$ cat src/hw/rtl/ahs_pkg.sv
// shared types and codes for the autonomy handoff supervisor
`timescale 1ns / 1ps
package ahs_pkg;
	localparam logic [2:0] OP_TICK = 3'd0;
	localparam logic [2:0] OP_MEAS = 3'd1;
	localparam logic [2:0] OP_VEL  = 3'd2;
	localparam logic [2:0] OP_STOP = 3'd3;
	localparam logic [2:0] OP_MISS = 3'd4;
	localparam logic [2:0] OP_UPD  = 3'd5;

	localparam logic [2:0] MODE_NOHB  = 3'd0;
	localparam logic [2:0] MODE_WAITHB = 3'd1;
	localparam logic [2:0] MODE_HAND  = 3'd2;
	localparam logic [2:0] MODE_READY = 3'd3;
	localparam logic [2:0] MODE_RUN   = 3'd4;

	localparam logic [1:0] DBW_OFF   = 2'd0;
	localparam logic [1:0] DBW_READY = 2'd3;

	localparam logic [3:0] MS_ACTIVE    = 4'd1;
	localparam logic [3:0] MS_SUCCEEDED = 4'd3;
	localparam logic [3:0] MS_ABORTED   = 4'd4;

	localparam logic CFG_TIMEOUT = 1'b0;
	localparam logic CFG_HOLD    = 1'b1;

	typedef struct packed {
		logic [2:0]  op;
		logic [1:0]  dbw_code;
		logic [15:0] speed_in;
		logic [15:0] yaw_rate_in;
		logic        stop_request;
		logic        status_present;
		logic [3:0]  mission_code;
	} req_t;
endpackage

$ cat src/hw/rtl/ahs_queue.sv
// short request queue between front and back
`timescale 1ns / 1ps
module ahs_queue import ahs_pkg::*; (
	input  logic clk,
	input  logic arst_n,
	input  logic in_valid,
	output logic in_ready,
	input  req_t in_req,
	output logic out_valid,
	input  logic out_ready,
	output req_t out_req
);
	req_t       mem_q [2];
	logic       wp_q, rp_q;
	logic [1:0] cnt_q;
	logic       push, pop;

	assign in_ready  = (cnt_q != 2'd2);
	assign out_valid = (cnt_q != 2'd0);
	assign out_req   = mem_q[rp_q];
	assign push = in_valid && in_ready;
	assign pop  = out_valid && out_ready;

	always_ff @(posedge clk) begin
		if (push) mem_q[wp_q] <= in_req;
	end

	always_ff @(posedge clk or negedge arst_n) begin
		if (!arst_n) begin
			wp_q <= 1'b0;
			rp_q <= 1'b0;
			cnt_q <= 2'd0;
		end else begin
			if (push) wp_q <= ~wp_q;
			if (pop) rp_q <= ~rp_q;
			cnt_q <= cnt_q + {1'b0, push} - {1'b0, pop};
		end
	end
endmodule

$ cat src/hw/rtl/ahs_divider.sv
// iterative signed q8.8 curvature divider, one quotient bit per cycle
`timescale 1ns / 1ps
module ahs_divider (
	input  logic        clk,
	input  logic        arst_n,
	input  logic        start,
	input  logic [15:0] yaw,
	input  logic [15:0] speed,
	output logic        busy,
	output logic        done,
	output logic [15:0] quot
);
	logic [23:0] num_q;
	logic [23:0] rem_q;
	logic [15:0] den_q;
	logic        neg_q;
	logic [4:0]  cnt_q;
	logic        busy_q, done_q;
	logic [24:0] trial;
	logic [24:0] shifted;

	assign busy = busy_q;
	assign done = done_q;
	assign shifted = {rem_q, num_q[23]};
	assign trial = shifted - {9'd0, den_q};

	always_comb begin
		// 24 bits of magnitude quotient; saturate to q8.8 range
		if (neg_q) begin
			if (num_q > 24'd32768) quot = 16'h8000;
			else quot = 16'(-$signed({1'b0, num_q[15:0]}));
		end else begin
			if (num_q > 24'd32767) quot = 16'h7fff;
			else quot = num_q[15:0];
		end
	end

	always_ff @(posedge clk or negedge arst_n) begin
		if (!arst_n) begin
			busy_q <= 1'b0;
			done_q <= 1'b0;
			cnt_q <= 5'd0;
		end else begin
			done_q <= 1'b0;
			if (start) begin
				busy_q <= 1'b1;
				cnt_q <= 5'd24;
			end else if (busy_q) begin
				cnt_q <= cnt_q - 5'd1;
				if (cnt_q == 5'd1) begin
					busy_q <= 1'b0;
					done_q <= 1'b1;
				end
			end
		end
	end

	always_ff @(posedge clk) begin
		if (start) begin
			num_q <= {(yaw[15] ? 16'(-yaw) : yaw), 8'd0};
			den_q <= speed[15] ? 16'(-speed) : speed;
			neg_q <= yaw[15] ^ speed[15];
			rem_q <= 24'd0;
		end else if (busy_q) begin
			if (!trial[24]) begin
				rem_q <= trial[23:0];
				num_q <= {num_q[22:0], 1'b1};
			end else begin
				rem_q <= shifted[23:0];
				num_q <= {num_q[22:0], 1'b0};
			end
		end
	end
endmodule

$ cat src/hw/rtl/ahs_back.sv
// supervisor state, timers and result register
`timescale 1ns / 1ps
module ahs_back import ahs_pkg::*; #(
	parameter int TIMER_BITS = 16
) (
	input  logic        clk,
	input  logic        arst_n,
	input  logic        cfg_we,
	input  logic        cfg_idx,
	input  logic [15:0] cfg_data,
	input  logic        q_valid,
	output logic        q_ready,
	input  req_t        q_req,
	output logic        res_valid,
	input  logic        res_ready,
	output logic [39:0] res_data
);
	localparam logic [TIMER_BITS-1:0] TMAX = {TIMER_BITS{1'b1}};

	logic [15:0] tmo_q, hold_q;
	logic [2:0]  mode_q;
	logic [1:0]  dbw_q;
	logic [3:0]  mis_q;
	logic        run_q, cmp_q, abt_q, fault_q, stop_q;
	logic [TIMER_BITS-1:0] wd_q, sc_q;
	logic        wd_arm_q, sc_arm_q;
	logic [15:0] spd_q, curv_q;
	logic        div_wait_q;
	logic        div_start, div_busy, div_done;
	logic [15:0] div_quot;
	logic [TIMER_BITS-1:0] wd_lim, sc_lim, wd_nx, sc_nx;

	ahs_divider u_div (
		.clk(clk), .arst_n(arst_n), .start(div_start),
		.yaw(q_req.yaw_rate_in), .speed(q_req.speed_in),
		.busy(div_busy), .done(div_done), .quot(div_quot)
	);

	// limit clipped to timer range, zero acts as one
	function automatic logic [TIMER_BITS-1:0] clip(input logic [15:0] v);
		logic [TIMER_BITS-1:0] r;
		if (TIMER_BITS < 16 && (v >> TIMER_BITS) != 16'd0) r = TMAX;
		else r = TIMER_BITS'(v);
		if (r == '0) r = TIMER_BITS'(1);
		return r;
	endfunction

	assign wd_lim = clip(tmo_q);
	assign sc_lim = clip(hold_q);
	assign wd_nx = (wd_q == TMAX) ? wd_q : wd_q + TIMER_BITS'(1);
	assign sc_nx = (sc_q == TMAX) ? sc_q : sc_q + TIMER_BITS'(1);

	logic free;
	assign free = !res_valid || res_ready;
	assign q_ready = free && !div_wait_q && !div_busy && !div_done;
	logic take;
	assign take = q_valid && q_ready;
	assign div_start = take && q_req.op == OP_VEL && mode_q == MODE_RUN &&
		q_req.speed_in != 16'd0;

	always_ff @(posedge clk or negedge arst_n) begin
		if (!arst_n) begin
			tmo_q <= 16'd500;
			hold_q <= 16'd1000;
		end else if (cfg_we) begin
			if (cfg_idx == CFG_TIMEOUT) tmo_q <= cfg_data;
			else hold_q <= cfg_data;
		end
	end

	always_ff @(posedge clk or negedge arst_n) begin
		logic [2:0] m;
		logic r, c, a;
		if (!arst_n) begin
			mode_q <= MODE_NOHB; dbw_q <= DBW_OFF; mis_q <= 4'd0;
			run_q <= 1'b0; cmp_q <= 1'b0; abt_q <= 1'b0;
			fault_q <= 1'b1; stop_q <= 1'b0;
			wd_q <= '0; sc_q <= '0; wd_arm_q <= 1'b0; sc_arm_q <= 1'b0;
			spd_q <= 16'd0; curv_q <= 16'd0;
			div_wait_q <= 1'b0; res_valid <= 1'b0;
		end else begin
			if (div_done) res_valid <= 1'b1;
			else if (take) res_valid <= !div_start;
			else if (res_ready) res_valid <= 1'b0;
			if (div_done) begin
				curv_q <= div_quot;
				div_wait_q <= 1'b0;
			end
			if (take) begin
				m = mode_q; r = run_q; c = cmp_q; a = abt_q;
				case (q_req.op)
					OP_TICK: begin
						if (wd_arm_q) begin
							wd_q <= wd_nx;
							if (wd_nx >= wd_lim) begin
								wd_arm_q <= 1'b0; fault_q <= 1'b1;
							end
						end
						if (sc_arm_q) begin
							sc_q <= sc_nx;
							if (sc_nx >= sc_lim) begin
								sc_arm_q <= 1'b0; stop_q <= 1'b0;
							end
						end
					end
					OP_VEL: begin
						wd_q <= '0; wd_arm_q <= 1'b1; fault_q <= 1'b0;
						if (mode_q == MODE_RUN) spd_q <= q_req.speed_in;
						else spd_q <= 16'd0;
						if (!(mode_q == MODE_RUN && q_req.speed_in != 16'd0))
							curv_q <= 16'd0;
					end
					OP_STOP: begin
						stop_q <= q_req.stop_request;
						if (q_req.stop_request && !sc_arm_q) begin
							sc_q <= '0; sc_arm_q <= 1'b1;
						end
					end
					OP_MISS: begin
						r = 1'b0; c = 1'b0; a = 1'b0;
						if (q_req.status_present) begin
							mis_q <= q_req.mission_code;
							if (mode_q == MODE_READY || mode_q == MODE_RUN) begin
								c = q_req.mission_code == MS_SUCCEEDED;
								r = q_req.mission_code == MS_ACTIVE && !stop_q;
								a = (q_req.mission_code == MS_ACTIVE && stop_q) ||
									q_req.mission_code == MS_ABORTED;
							end
						end
					end
					OP_MEAS, OP_UPD: begin
						logic [1:0] d;
						d = (q_req.op == OP_MEAS) ? q_req.dbw_code : dbw_q;
						dbw_q <= d;
						case (mode_q)
							MODE_NOHB: m = MODE_WAITHB;
							MODE_WAITHB: if (d != DBW_OFF) m = MODE_HAND;
							MODE_HAND: begin
								if (d == DBW_OFF) m = MODE_WAITHB;
								else if (d == DBW_READY) begin
									c = mis_q == MS_SUCCEEDED;
									r = mis_q == MS_ACTIVE && !stop_q;
									a = (mis_q == MS_ACTIVE && stop_q) ||
										mis_q == MS_ABORTED;
									m = (r || fault_q) ? MODE_HAND : MODE_READY;
								end
							end
							MODE_READY: begin
								if (d == DBW_OFF) m = MODE_WAITHB;
								else if (run_q) m = MODE_RUN;
								else if (fault_q || d != DBW_READY) m = MODE_HAND;
							end
							MODE_RUN: begin
								if (d == DBW_OFF) m = MODE_WAITHB;
								else if (cmp_q || abt_q || fault_q || d != DBW_READY)
									m = MODE_HAND;
							end
							default: m = MODE_NOHB;
						endcase
					end
					default: ;
				endcase
				mode_q <= m; run_q <= r; cmp_q <= c; abt_q <= a;
				if (div_start) div_wait_q <= 1'b1;
			end
		end
	end

	logic go;
	assign go = mode_q == MODE_RUN;
	assign res_data = {abt_q, cmp_q, run_q, stop_q, fault_q,
		go ? curv_q : 16'd0, go ? spd_q : 16'd0, mode_q};
endmodule

$ cat src/hw/rtl/autonomy_handoff_supervisor.sv
// top level of the autonomy handoff supervisor
//  channel | direction | handshake         | payload
//  s_axis  | in        | tvalid / tready   | tdata 48 bits: op,dbw_code,speed_in,yaw_rate_in,
//          |           |                   |   stop_request,status_present,mission_code
//  m_axis  | out       | tvalid / tready   | tdata 40 bits: au_mode,speed_out,curvature_out,flags
//  cfg     | in        | cfg_we            | cfg_idx, cfg_data 16 bits
// one result per request; a velocity command in mission mode with nonzero speed
// waits for the 24 step divider, and no new request is taken until it finishes
// arst_n clears the control state; limits return to 500 and 1000 ticks
// the queue lets the input side fill while a result waits for m_axis_tready
`timescale 1ns / 1ps
module autonomy_handoff_supervisor import ahs_pkg::*; #(
	parameter int TIMER_BITS = 16
) (
	input  logic        clk,
	input  logic        arst_n,
	input  logic        s_axis_tvalid,
	output logic        s_axis_tready,
	// op[2:0] dbw_code[4:3] speed_in[20:5] yaw_rate_in[36:21] stop_request[37]
	// status_present[38] mission_code[42:39] zero[47:43]
	input  logic [47:0] s_axis_tdata,
	output logic        m_axis_tvalid,
	input  logic        m_axis_tready,
	// au_mode[2:0] speed_out[18:3] curvature_out[34:19] fault_flag[35]
	// stop_active[36] running_flag[37] complete_flag[38] aborted_flag[39]
	output logic [39:0] m_axis_tdata,
	input  logic        cfg_we,
	input  logic        cfg_idx,
	input  logic [15:0] cfg_data
);
	req_t in_req, q_req;
	logic q_valid, q_ready;

	// front: unpack the request fields
	assign in_req.op = s_axis_tdata[2:0];
	assign in_req.dbw_code = s_axis_tdata[4:3];
	assign in_req.speed_in = s_axis_tdata[20:5];
	assign in_req.yaw_rate_in = s_axis_tdata[36:21];
	assign in_req.stop_request = s_axis_tdata[37];
	assign in_req.status_present = s_axis_tdata[38];
	assign in_req.mission_code = s_axis_tdata[42:39];

	ahs_queue u_q (
		.clk(clk), .arst_n(arst_n),
		.in_valid(s_axis_tvalid), .in_ready(s_axis_tready), .in_req(in_req),
		.out_valid(q_valid), .out_ready(q_ready), .out_req(q_req)
	);

	ahs_back #(.TIMER_BITS(TIMER_BITS)) u_back (
		.clk(clk), .arst_n(arst_n),
		.cfg_we(cfg_we), .cfg_idx(cfg_idx), .cfg_data(cfg_data),
		.q_valid(q_valid), .q_ready(q_ready), .q_req(q_req),
		.res_valid(m_axis_tvalid), .res_ready(m_axis_tready), .res_data(m_axis_tdata)
	);

	// speed and curvature are zero outside mission mode
	a_gate: assert property (@(posedge clk) disable iff (!arst_n)
		m_axis_tvalid && m_axis_tdata[2:0] != MODE_RUN |-> m_axis_tdata[34:3] == 32'd0)
		else $error("speed or curvature leaked outside mission mode");
	// a held result stays stable
	a_hold: assert property (@(posedge clk) disable iff (!arst_n)
		m_axis_tvalid && !m_axis_tready |=> m_axis_tvalid && $stable(m_axis_tdata))
		else $error("result changed while stalled");
	// mode never exceeds mission
	a_mode: assert property (@(posedge clk) disable iff (!arst_n)
		m_axis_tvalid |-> m_axis_tdata[2:0] <= MODE_RUN)
		else $error("bad mode reported");
endmodule

$ cat config.mk
export PLATFORM = sky130hd
export DESIGN_NAME = autonomy_handoff_supervisor
export DESIGN_NICKNAME = d
export VERILOG_FILES = /design/src/hw/rtl/ahs_pkg.sv /design/src/hw/rtl/ahs_queue.sv /design/src/hw/rtl/ahs_divider.sv /design/src/hw/rtl/ahs_back.sv /design/src/hw/rtl/autonomy_handoff_supervisor.sv
export SDC_FILE = /design/constraint.sdc
export NUM_CORES = 1
export LEC_CHECK = 0
export ABC_AREA = 1
export BUFFER_PORTS_ARGS = -buffer_cell sky130_fd_sc_hd__buf_4
export CAP_MARGIN = 20
export CORE_MARGIN = 3
export CORE_UTILIZATION = 50
export DETAILED_ROUTE_END_ITERATION = 16
export MAX_ROUTING_LAYER = met4
export PLACE_DENSITY_LB_ADDON = 0.2
export SETUP_SLACK_MARGIN = 0.15
export SYNTH_ARGS = -nofsm -noshare
export SYNTH_HDL_FRONTEND = slang
export SYNTH_SLANG_ARGS = --single-unit
$ cat constraint.sdc
create_clock -name clk -period 3.5 [get_ports clk]
set_clock_uncertainty 0.2 [all_clocks]
set_input_delay 0.35 -clock clk [delete_from_list [all_inputs] [get_ports clk]]
set_output_delay 0.35 -clock clk [all_outputs]
set_load 0.05 [all_outputs]
; ---- Word-level counts from Yosys, hierarchy flattened
; Memories as Yosys holds them, arrays and structs flattened.
; Index checks and enable logic that the tools add are counted.
[totals]
latchBits = 0
input_bits = 70
word_cells = 221
romBits = 0
regBits = 190
mem_count = 1
mem_bits_rw = 86
out_inout_bits = 42
[op_classes]
n_lt_le_gt_ge = 4
n_reduce_logical = 57
n_eq_ne = 33
n_addsub = 9
mux = 83
shifts = 0
multipliers = 0
div_mod_pow = 0
n_bitwise = 4
[memory_table]
columns = memory, depth, width, rd, rd_ports_with_merged_regs, write_ports, line
row1 = u_q.mem_q, 2, 43, 1, 0, 1, ahs_queue.sv:13  ; req_t mem_q [2];
[op_table]
columns = operator, count
row1 = $mux 16, 18
row2 = $mux 24, 3
row3 = $pmux 16 s2, 2
row4 = $neg 16->16, 3
row5 = $mux 1, 40
row6 = $add 16x1->16 const B, 2
row7 = $eq 16x16->1 const B, 2
row8 = $ge 16x16->1, 2
row9 = $logic_not 16->1, 2
row10 = $sub 25x16->25, 1
row11 = $gt 24x15->1 const B, 1
row12 = $gt 24x16->1 const B, 1
row13 = $mux 3, 8
row14 = $reduce_bool 16->1, 1
row15 = $mux 15, 1
row16 = $pmux 3 s5, 1
row17 = $logic_and 1x1->1, 14
row18 = $ne 2x1->1 const B, 7
row19 = $pmux 1 s2, 7
row20 = $eq 3x2->1 const B, 4
row21 = $reduce_and 4->1, 3
row22 = $reduce_bool 2->1, 6
row23 = $mux 5, 2
row24 = $reduce_and 2->1, 5
row25 = other kinds (26), 54

; ---- Depth between registers and ports, before layout
; Gate-level depths: netlist (run 1).
[logic_depth]
ltp_word = 12
depth_mapped = 22
depth_no_buf = 22

; ---- By module
; Synthesis (run 1) repeated with hierarchy kept, for this count alone.
[hier_totals]
hier_cells = 2048
area_unflattened_um2 = 15907.8
[modules_own_cells]
columns = module, area_each_um2, instances, cells_per_inst, seq_area_each_um2
row1 = ahs_back, 6892.9, 1, 918, 2869.0
row2 = ahs_divider, 5590.4, 1, 874, 1806.7
row3 = ahs_queue, 3424.5, 1, 256, 2682.6

; ---- Worst setup path before layout (run 1)
; No wires, ideal clock.
[synth_path]
path_kind = reg-to-reg
from = reg u_q.cnt_q[1]
to = mem u_q.mem_q[1][0] (netlist bit), enable pin
arrival_time_ns = 2.777
path_buffers = 0
path_slack_ns = 0.078
t_required_ns = 2.855
stages_incl_launch_ff = 4
period_less_slack_ns = 3.422
setup_time_ns = 0.445
cell_sequence = dfrtp_1 nand2_1 nand2_1 nor2_1
[synth_via]
elab_chain_len = 4
[synth_rtl]
columns = element, line
row1 = start: declaration, ahs_queue.sv:15  ; logic [1:0] cnt_q;
row2 = start signal: assignment, ahs_queue.sv:36  ; cnt_q <= cnt_q + {1'b0, push} - {1'b0, pop};
row3 = $ne 2x2->1, ahs_queue.sv:18  ; assign in_ready = (cnt_q != 2'd2);
row4 = net s_axis_tready, autonomy_handoff_supervisor.sv:18  ; output logic s_axis_tready,
row5 = $logic_and 1x1->1, ahs_queue.sv:21  ; assign push = in_valid && in_ready;
row6 = $mux 1, ahs_queue.sv:25  ; if (push) mem_q[wp_q] <= in_req;
row7 = $mux 1 (implied by the code), ahs_queue.sv:25
row8 = end: declaration, ahs_queue.sv:13
; The timed path passes the listed nets, and every way through them passes these cells.

; ---- Final worst setup path (run 1)
[layout_path]
from = reg u_back.wd_q[0]
to = reg u_back.wd_arm_q
[layout_via]
elab_chain_len = 6
word_cells_on_any_way = 7
cone_classes = add/sub: 1 / order compare: 1 / eq/ne: 1 / mux: 4
[layout_rtl]
columns = element, line
row1 = start: declaration, ahs_back.sv:25  ; logic [TIMER_BITS-1:0] wd_q, sc_q;
row2 = start signal: assignment, ahs_back.sv:94  ; wd_q <= wd_nx;
row3 = $add 16x1->16 / $eq 16x16->1 (equally long branches), ahs_back.sv:50  ; assign wd_nx = (wd_q == TMAX) ? wd_q : wd_q + TIMER_BITS'(1);
row4 = $mux 16 (*), ahs_back.sv:50
row5 = $ge 16x16->1 (*), ahs_back.sv:95  ; if (wd_nx >= wd_lim) begin
row6 = $mux 1 (*), ahs_back.sv:95
row7 = $mux 1 (*), ahs_back.sv:93  ; if (wd_arm_q) begin
row8 = $pmux 1 s2 (*), ahs_back.sv:91  ; case (q_req.op)
row9 = end signal: assignment, ahs_back.sv:78  ; wd_q <= '0; sc_q <= '0; wd_arm_q <= 1'b0; sc_arm_q <= 1'b0;
row10 = end signal: assignment, ahs_back.sv:96  ; wd_arm_q <= 1'b0; fault_q <= 1'b1;
row11 = end signal: assignment, ahs_back.sv:107  ; wd_q <= '0; wd_arm_q <= 1'b1; fault_q <= 1'b0;
row12 = end: declaration, ahs_back.sv:26  ; logic wd_arm_q, sc_arm_q;
; Every way passes the cells marked *; elsewhere a longest branch is shown, timed or not.
; A chain may end at the register's enable or synchronous reset.

==> results of run 1 <==
[power by group]
part           total [mW]  internal (mW)  switching (mW)
Clock                3.16           1.84            1.32
Combinational        4.14           1.38            2.76
Sequential           4.53           4.15           0.378
Total                11.8           7.37            4.45
[cell families after synthesis]
| kind of cell | count (synthesis) |
|---|---|
| XOR/XNOR | 55 |
| AND/OR/NAND/NOR | 1008 |
| adder cells (fa/ha/maj) | 58 |
| AO/OA/AOI/OAI | 246 |
| flip-flops | 276 |
| buffers and inverters | 381 |
| multiplexers | 2 |
[cell usage after synthesis (all sizes together), types with 18 or more instances]
library cell	n	area share, %
a21oi	47	1.5
buf	31	1.4
clkbuf	22	0.52
dfrtp	112	18
dfxtp	32	4.1
edfxtp	119	23
ha	57	4.5
inv	327	7.8
nand2	605	15
nand3	136	4.5
nand4	27	1.1
nor2	165	4.2
nor3	30	0.98
o21ai	157	5.2
o22ai	20	0.79
or2	18	0.71
xnor2	18	1.0
xor2	37	2.1
[cell usage in the layout (no fill, tap or decap), types with 29 or more instances in the layout]
| cell type | count |
|---|---|
| inv_1 | 320 |
| buf_4 | 126 |
| dlygate4sd3_1 | 61 |
| clkbuf_16 | 32 |
| dfxtp_1 | 32 |
| nand3_1 | 133 |
| ha_1 | 57 |
| a21oi_1 | 47 |
| edfxtp_1 | 119 |
| dfrtp_1 | 109 |
| nor2_1 | 153 |
| o21ai_0 | 126 |
| nand2_1 | 594 |
| nor3_1 | 29 |
| xor2_1 | 37 |
[layout make-up]
cell class	count	share of cell area [%]
Sequential cell	276	39.62
Multi-Input combinational cell	1369	37.14
Timing Repair Buffer	188	8.484
Inverter	328	6.639
Clock buffer	42	4.727
Tap cell	396	2.666
Clock inverter	14	0.7272
[what timing repair did]
item                                    in CTS  in global routing
hold endpoints to repair                   164                  0
resized for setup                            0                  8
hold buffers                                61                  0
endpoints found under the setup margin       0                  3
[through the flow]
stage / power (mW) / hold slack [ns]
final: 11.82 / 0.05405
after global routing: 12.66 / 0.08807
after CTS: 11.85 / 0.04207
after detailed placement: 8.601 / 0.2298
after global placement: 8.473 / 0.2269
after floorplan: 7.562 / -0.1456
[worst max-delay path, cell delays in order, from the launching register on]
cell and delay (ns):
dfrtp_2 0.42, ha_1 0.20, nand3_1 0.13, nor2_1 0.16, nand4_1 0.25, nor2_2 0.30, nor3_1 0.07, a21oi_1 0.27
ha_1 0.19, nand2_1 0.05, nor3_1 0.29, nand3_1 0.15, nand3_1 0.12, nand2_1 0.06, nand2_1 0.06, nand2_1 0.05
[registers in the layout, indices dropped and copies added (netlist names), 2 cells and up]
name,flops
u_back.mode_q,3
u_back.hold_q,16
u_back.curv_q,16
u_back.mis_q,4
u_back.sc_q,16
u_back.dbw_q,2
u_back.u_div.cnt_q,5
u_back.u_div.num_q,24
u_back.wd_q,16
u_back.tmo_q,16
u_q.mem_q,86
u_back.spd_q,16
u_q.cnt_q,2
u_back.u_div.den_q,16
u_back.u_div.rem_q,24
[final timing paths]
path,start,cells past startpoint,end
max in group asynchronous,arst_n,3,u_back.curv_q[7]
min in group asynchronous,arst_n,2,u_back.hold_q[0]
min reg2reg,u_back.u_div.rem_q[14],2,u_back.u_div.rem_q[14]
max reg2reg,u_back.wd_q[0],15,u_back.wd_arm_q
max,u_back.wd_q[0],15,u_back.wd_arm_q
min,s_axis_tvalid,5,u_q.wp_q
[metal layers]
metal	part of all wire [%]	vias up	global-route usage, %	wire length [um]
li1	-	6827	-	-
met1	46	6254	30.51	17630
met2	47	293	38.38	17770
met3	4.0	69	2.493	1523
met4	2.7	0	6.185	1027
met5	0	-	-	0
==> results.ini, run 1 <==
[setup_path]
worstSetupEndpointType = flop
arrival_ns = 3.34
path_class = reg -> reg
start_kind = flop
reg2reg_slack_ns = 0.41
critical_path_peak_fanout = 6
cp.required_ns = 3.75

[yosys]
synth-async-reset-ratio_pct = 45.29
yosysUniqueCellTypes = 54
synth_xor_area_share_pct = 3.055
yosys_warnings = 0
synth-compound-area-share_pct = 8.498
syn_nets = 2154
syn_inst = 2026
yosysSeqAreaShare_pct = 46.66
syn_area_per_cell_sq_um = 7.783
yosys.area_share.simple_pct = 27.24
synth_seq_cells = 276
synthMuxAreaShare_pct = 0.1349
syn_area_sq_um = 15770
synthFlopType = edfxtp_1
synth_top_family_by_area = simple AND/OR/NAND/NOR gates
synth_edf_count = 119
synthAdderAreaFrac_pct = 4.650

[timing]
period_minus_slack_ns = 3.094
period_share_pct = 88.40
hold_viol = 0
max_freq_ghz = 0.3232
drv_slew = 0
relSlewSlack_pct = 47.27
setup_viol_count_final = 0
tightest_slew_ns = 0.7890
finalSetupTns_ns = 0
setup_ws_ns = 0.4059
rsz0062_at_grt = false

[placement]
hpwlAfterDp_um = 27130
io_buffers = 106
gp_congestion = 0.9204
dp_slack_ns = 0.4439
dp_cells = 2496
post_dp_cell_area_sq_um = 16940

[route]
drc = 0
routed_wl_um = 37960
viasPerCell = 5.145
vias = 13440
ant_nets = 0
first_pass_iters = 5
drtIter0Drc = 948
wl_per_cell_um = 14.53

[layout]
fill_cells = 2746
fin_util_pct = 60.27
layout.cells.non_filler = 2613
area_delta_synth_final_pct = 17.84
ff_latch_area_sq_um = 7362
final_net_count = 2321
num_antenna_cells = 0
design_area_sq_um = 18580
multi_input_area_sq_um = 6900
drive_gt1_share_pct = 11.28

[clock_tree]
htree_levels = 1
clkLatencyLatePin_ns = 0.57
cts.sinks = 276
cts_root_buf = clkbuf_16
cts_buffers = 30
cts_post_setup_buffers_inserted = 0
tritoncts = built
clk_pin_slew_worst_paths_ns = 0.06
cts_buffer_depth = 3

[floorplan]
die_w_um = 183.6
dieArea_sq_um = 33710
core_region_area_sq_um = 30830
pin_count = 112
die_y_um = 183.6
row_count = 64
start_util_pct = 51.15

[run]
max_cap_viol_count = 0

[power]
p_per_area_nw_per_um2 = 636.3
cellLeakagePower_nw = 8.973
peakVddDrop_mv = 0.5053

[worst_hold_path]
hold_path.class = in -> reg

[outcome]
status = completed

[global_routing]
grt_pass1_wl_um = 62450
grt_pass1_vias = 12820
grt_overflow = 0
grt_max_degree = 58
antenna_found_initial = 0
grt_use_total_pct = 23.13

Note: power is estimated with default switching activity, not from simulation.
==> inputs of run 2 (changes only) <==
==> constraint.sdc (replaced) <==
create_clock -name clk -period 2.8 [get_ports clk]
set_clock_uncertainty 0.2 [all_clocks]
set_input_delay 0.28 -clock clk [delete_from_list [all_inputs] [get_ports clk]]
set_output_delay 0.28 -clock clk [all_outputs]
set_load 0.05 [all_outputs]
==> results.ini, run 2 (synthesis gave the netlist of run 1 again) <==
[placement]
io_buffers = 106  ; unchanged
hpwlAfterDp_um = 27510  ; +1.4%
post_dp_cell_area_sq_um = 17210  ; +1.6%
gp_congestion = 0.9081  ; -1.3%
dp_cells = 2519  ; +0.92%
dp_slack_ns = -0.1154  ; -0.5593 ns

[route]
viasPerCell = 5.133  ; -0.23%
wl_per_cell_um = 14.51  ; about the same
first_pass_iters = 5  ; unchanged
ant_nets = 0  ; unchanged
vias = 13660  ; +1.6%
routed_wl_um = 38620  ; +1.7%
drtIter0Drc = 904  ; -4.6%
drc = 0  ; unchanged

[global_routing]
met3_usage_pct = 2.117  ; -0.38 points
grt_use_met1_pct = 31.64  ; +1.1 points
antenna_found_initial = 0  ; unchanged
grt_pass1_vias = 13040  ; +1.7%
grt_max_degree = 48  ; -17%
grt_overflow = 0  ; unchanged
grt_pass1_wl_um = 63600  ; +1.8%
grt_use_total_pct = 23.43  ; +0.30 points
top_usage_layer = met2
grt_use_met2_pct = 38.59  ; +0.21 points

[timing]
rsz0062_at_grt = true
period_share_pct = 100.4  ; +12 points
hold_viol = 0  ; unchanged
relSlewSlack_pct = 41.30  ; -6.0 points
finalSetupTns_ns = -0.01225  ; -0.01225 ns
max_freq_ghz = 0.3556  ; +10%
setup_ws_ns = -0.01225  ; -0.4181 ns
setup_viol_count_final = 1  ; +1
tightest_slew_ns = 0.8776  ; +0.08862 ns
drv_slew = 0  ; unchanged
period_minus_slack_ns = 2.812  ; -0.2819 ns
holdWs_ns = 0.1100  ; +0.05592 ns

[setup_path]
reg2reg_slack_ns = -0.01  ; -0.42 ns
critical_path_peak_fanout = 7  ; +1
critPathLaunch = u_back.sc_q[1]
worst_r2r_path_depth = 21  ; +6
worstSetupEndpointType = flop
rr_endpoint = u_back.stop_q
arrival_ns = 3.10  ; -0.24 ns
path_class = reg -> reg
cp.required_ns = 3.09  ; -0.66 ns
start_kind = flop
cp-endpoint = u_back.stop_q
timing.rr.start = u_back.sc_q[1]

[layout]
ff_latch_area_sq_um = 7360  ; about the same
regMostFlops = u_q.mem_q
largestRegisters = u_q.mem_q (86), u_back.u_div.num_q (24), u_back.u_div.rem_q (24)
area_delta_synth_final_pct = 21.57
fill_cells = 2655  ; -3.3%
final_common_cell = nand2_1
layout_common_cells = 588 x nand2_1, 318 x inv_1, 157 x buf_4, 145 x nor2_1, 130 x nand3_1
drive_gt1_share_pct = 14.26  ; +3.0 points
multi_input_area_sq_um = 7093  ; +2.8%
layout.cells.non_filler = 2661  ; +1.8%
largest_reg_flops = 86  ; unchanged
design_area_sq_um = 19170  ; +3.2%
final_net_count = 2368  ; +2.0%
fin_util_pct = 62.18  ; +1.9 points
num_antenna_cells = 0  ; unchanged

[power]
peakVddDrop_mv = 0.5103  ; +0.98%
intPower_mw = 9.324  ; +27%
pwr-share-comb_pct = 37.3  ; +2.3 points
power_mw = 15.02  ; +27%
swShare_pct = 37.94  ; +0.27 points
clkPwrFrac_pct = 25.1  ; -1.6 points
switchingPower_mw = 5.701  ; +28%
cellLeakagePower_nw = 9.212  ; +2.7%
seqPwrFrac_pct = 37.6  ; -0.7 points
p_per_area_nw_per_um2 = 783.8  ; +23%

[run]
max_cap_viol_count = 0  ; unchanged

[worst_hold_path]
hold_path.class = in -> async

[floorplan]
die_w_um = 183.6  ; unchanged
die_y_um = 183.6  ; unchanged
start_util_pct = 51.15  ; unchanged
pin_count = 112  ; unchanged
core_region_area_sq_um = 30830  ; unchanged
dieArea_sq_um = 33710  ; unchanged
row_count = 64  ; unchanged

[clock_tree]
tritoncts = built
cts_root_buf = clkbuf_16
cts.sinks = 276  ; unchanged
htree_levels = 1  ; unchanged
cts_buffers = 31  ; +3.3%
cts_buffer_depth = 3  ; unchanged
clk_pin_slew_worst_paths_ns = 0.06  ; about the same
clkLatencyLatePin_ns = 0.58  ; about the same

[outcome]
violations = setup timing
status = finished with violations

==> run 2: per-layer routing <==
layer	share of wire [%]	wire length [um]
met2	47	18190
met1	47	18170
met5	0	0
met4	2.2	850
met3	3.7	1410
==> run 2: repair_timing <==
action,in CTS,in global routing
endpoints found under the hold margin,240,0
hold buffers,63,0
gates resized for setup,32,26
endpoints found under the setup margin,19,68
pin swaps,12,10
setup buffers,10,10
gates cloned,0,1
==> run 2: power by group through the flow <==
stage / Combinational [mW] / Sequential [mW] / Clock (mW)
after floorplan: 3.81 / 5.66 / 0
after global placement: 5.10 / 5.66 / 0
after detailed placement: 5.25 / 5.69 / 0
after CTS: 5.49 / 5.64 / 3.86
after global routing: 6.33 / 5.74 / 4.02
final: 5.61 / 5.65 / 3.77
==> run 2: how the worst min path moves through the flow <==
stage / slack, ns / cells past startpoint / startpoint / to
after floorplan: -0.22 / 0 / arst_n / u_back.abt_q
after global placement: 0.03 / 1 / arst_n / u_back.sc_q[14]
after detailed placement: 0.03 / 1 / arst_n / u_back.sc_q[14]
after CTS: 0.09 / 2 / arst_n / u_back.hold_q[3]
after global routing: 0.13 / 2 / arst_n / u_back.hold_q[6]
final: 0.11 / 2 / arst_n / u_back.hold_q[6]
==> run 2: critical path, cell delays in order, from the launching register on <==
cell and delay, ns:
dfrtp_1 0.37, ha_2 0.20, nand2_2 0.07, nor3_2 0.13
nand2_1 0.11, nor2_2 0.14, nand2_2 0.13, buf_4 0.18
o21a_1 0.18, inv_1 0.06, ha_1 0.24, inv_2 0.06
nor2_2 0.03, nor2_1 0.09, o21ai_1 0.07, nand2_1 0.06
nand2_1 0.04, nand2_1 0.07, nand4_1 0.10, nand2_1 0.10
nand2_1 0.05, o21ai_0 0.07
==> run 2: final cells by class <==
type / count / share of cell area (%)
multi-input cells: 1370 / 37.00
clock buffers: 38 / 4.184
well taps: 396 / 2.585
repair buffers: 233 / 10.61
clock inverters: 20 / 0.7049
inverters: 328 / 6.520
flip-flops and latches: 276 / 38.39
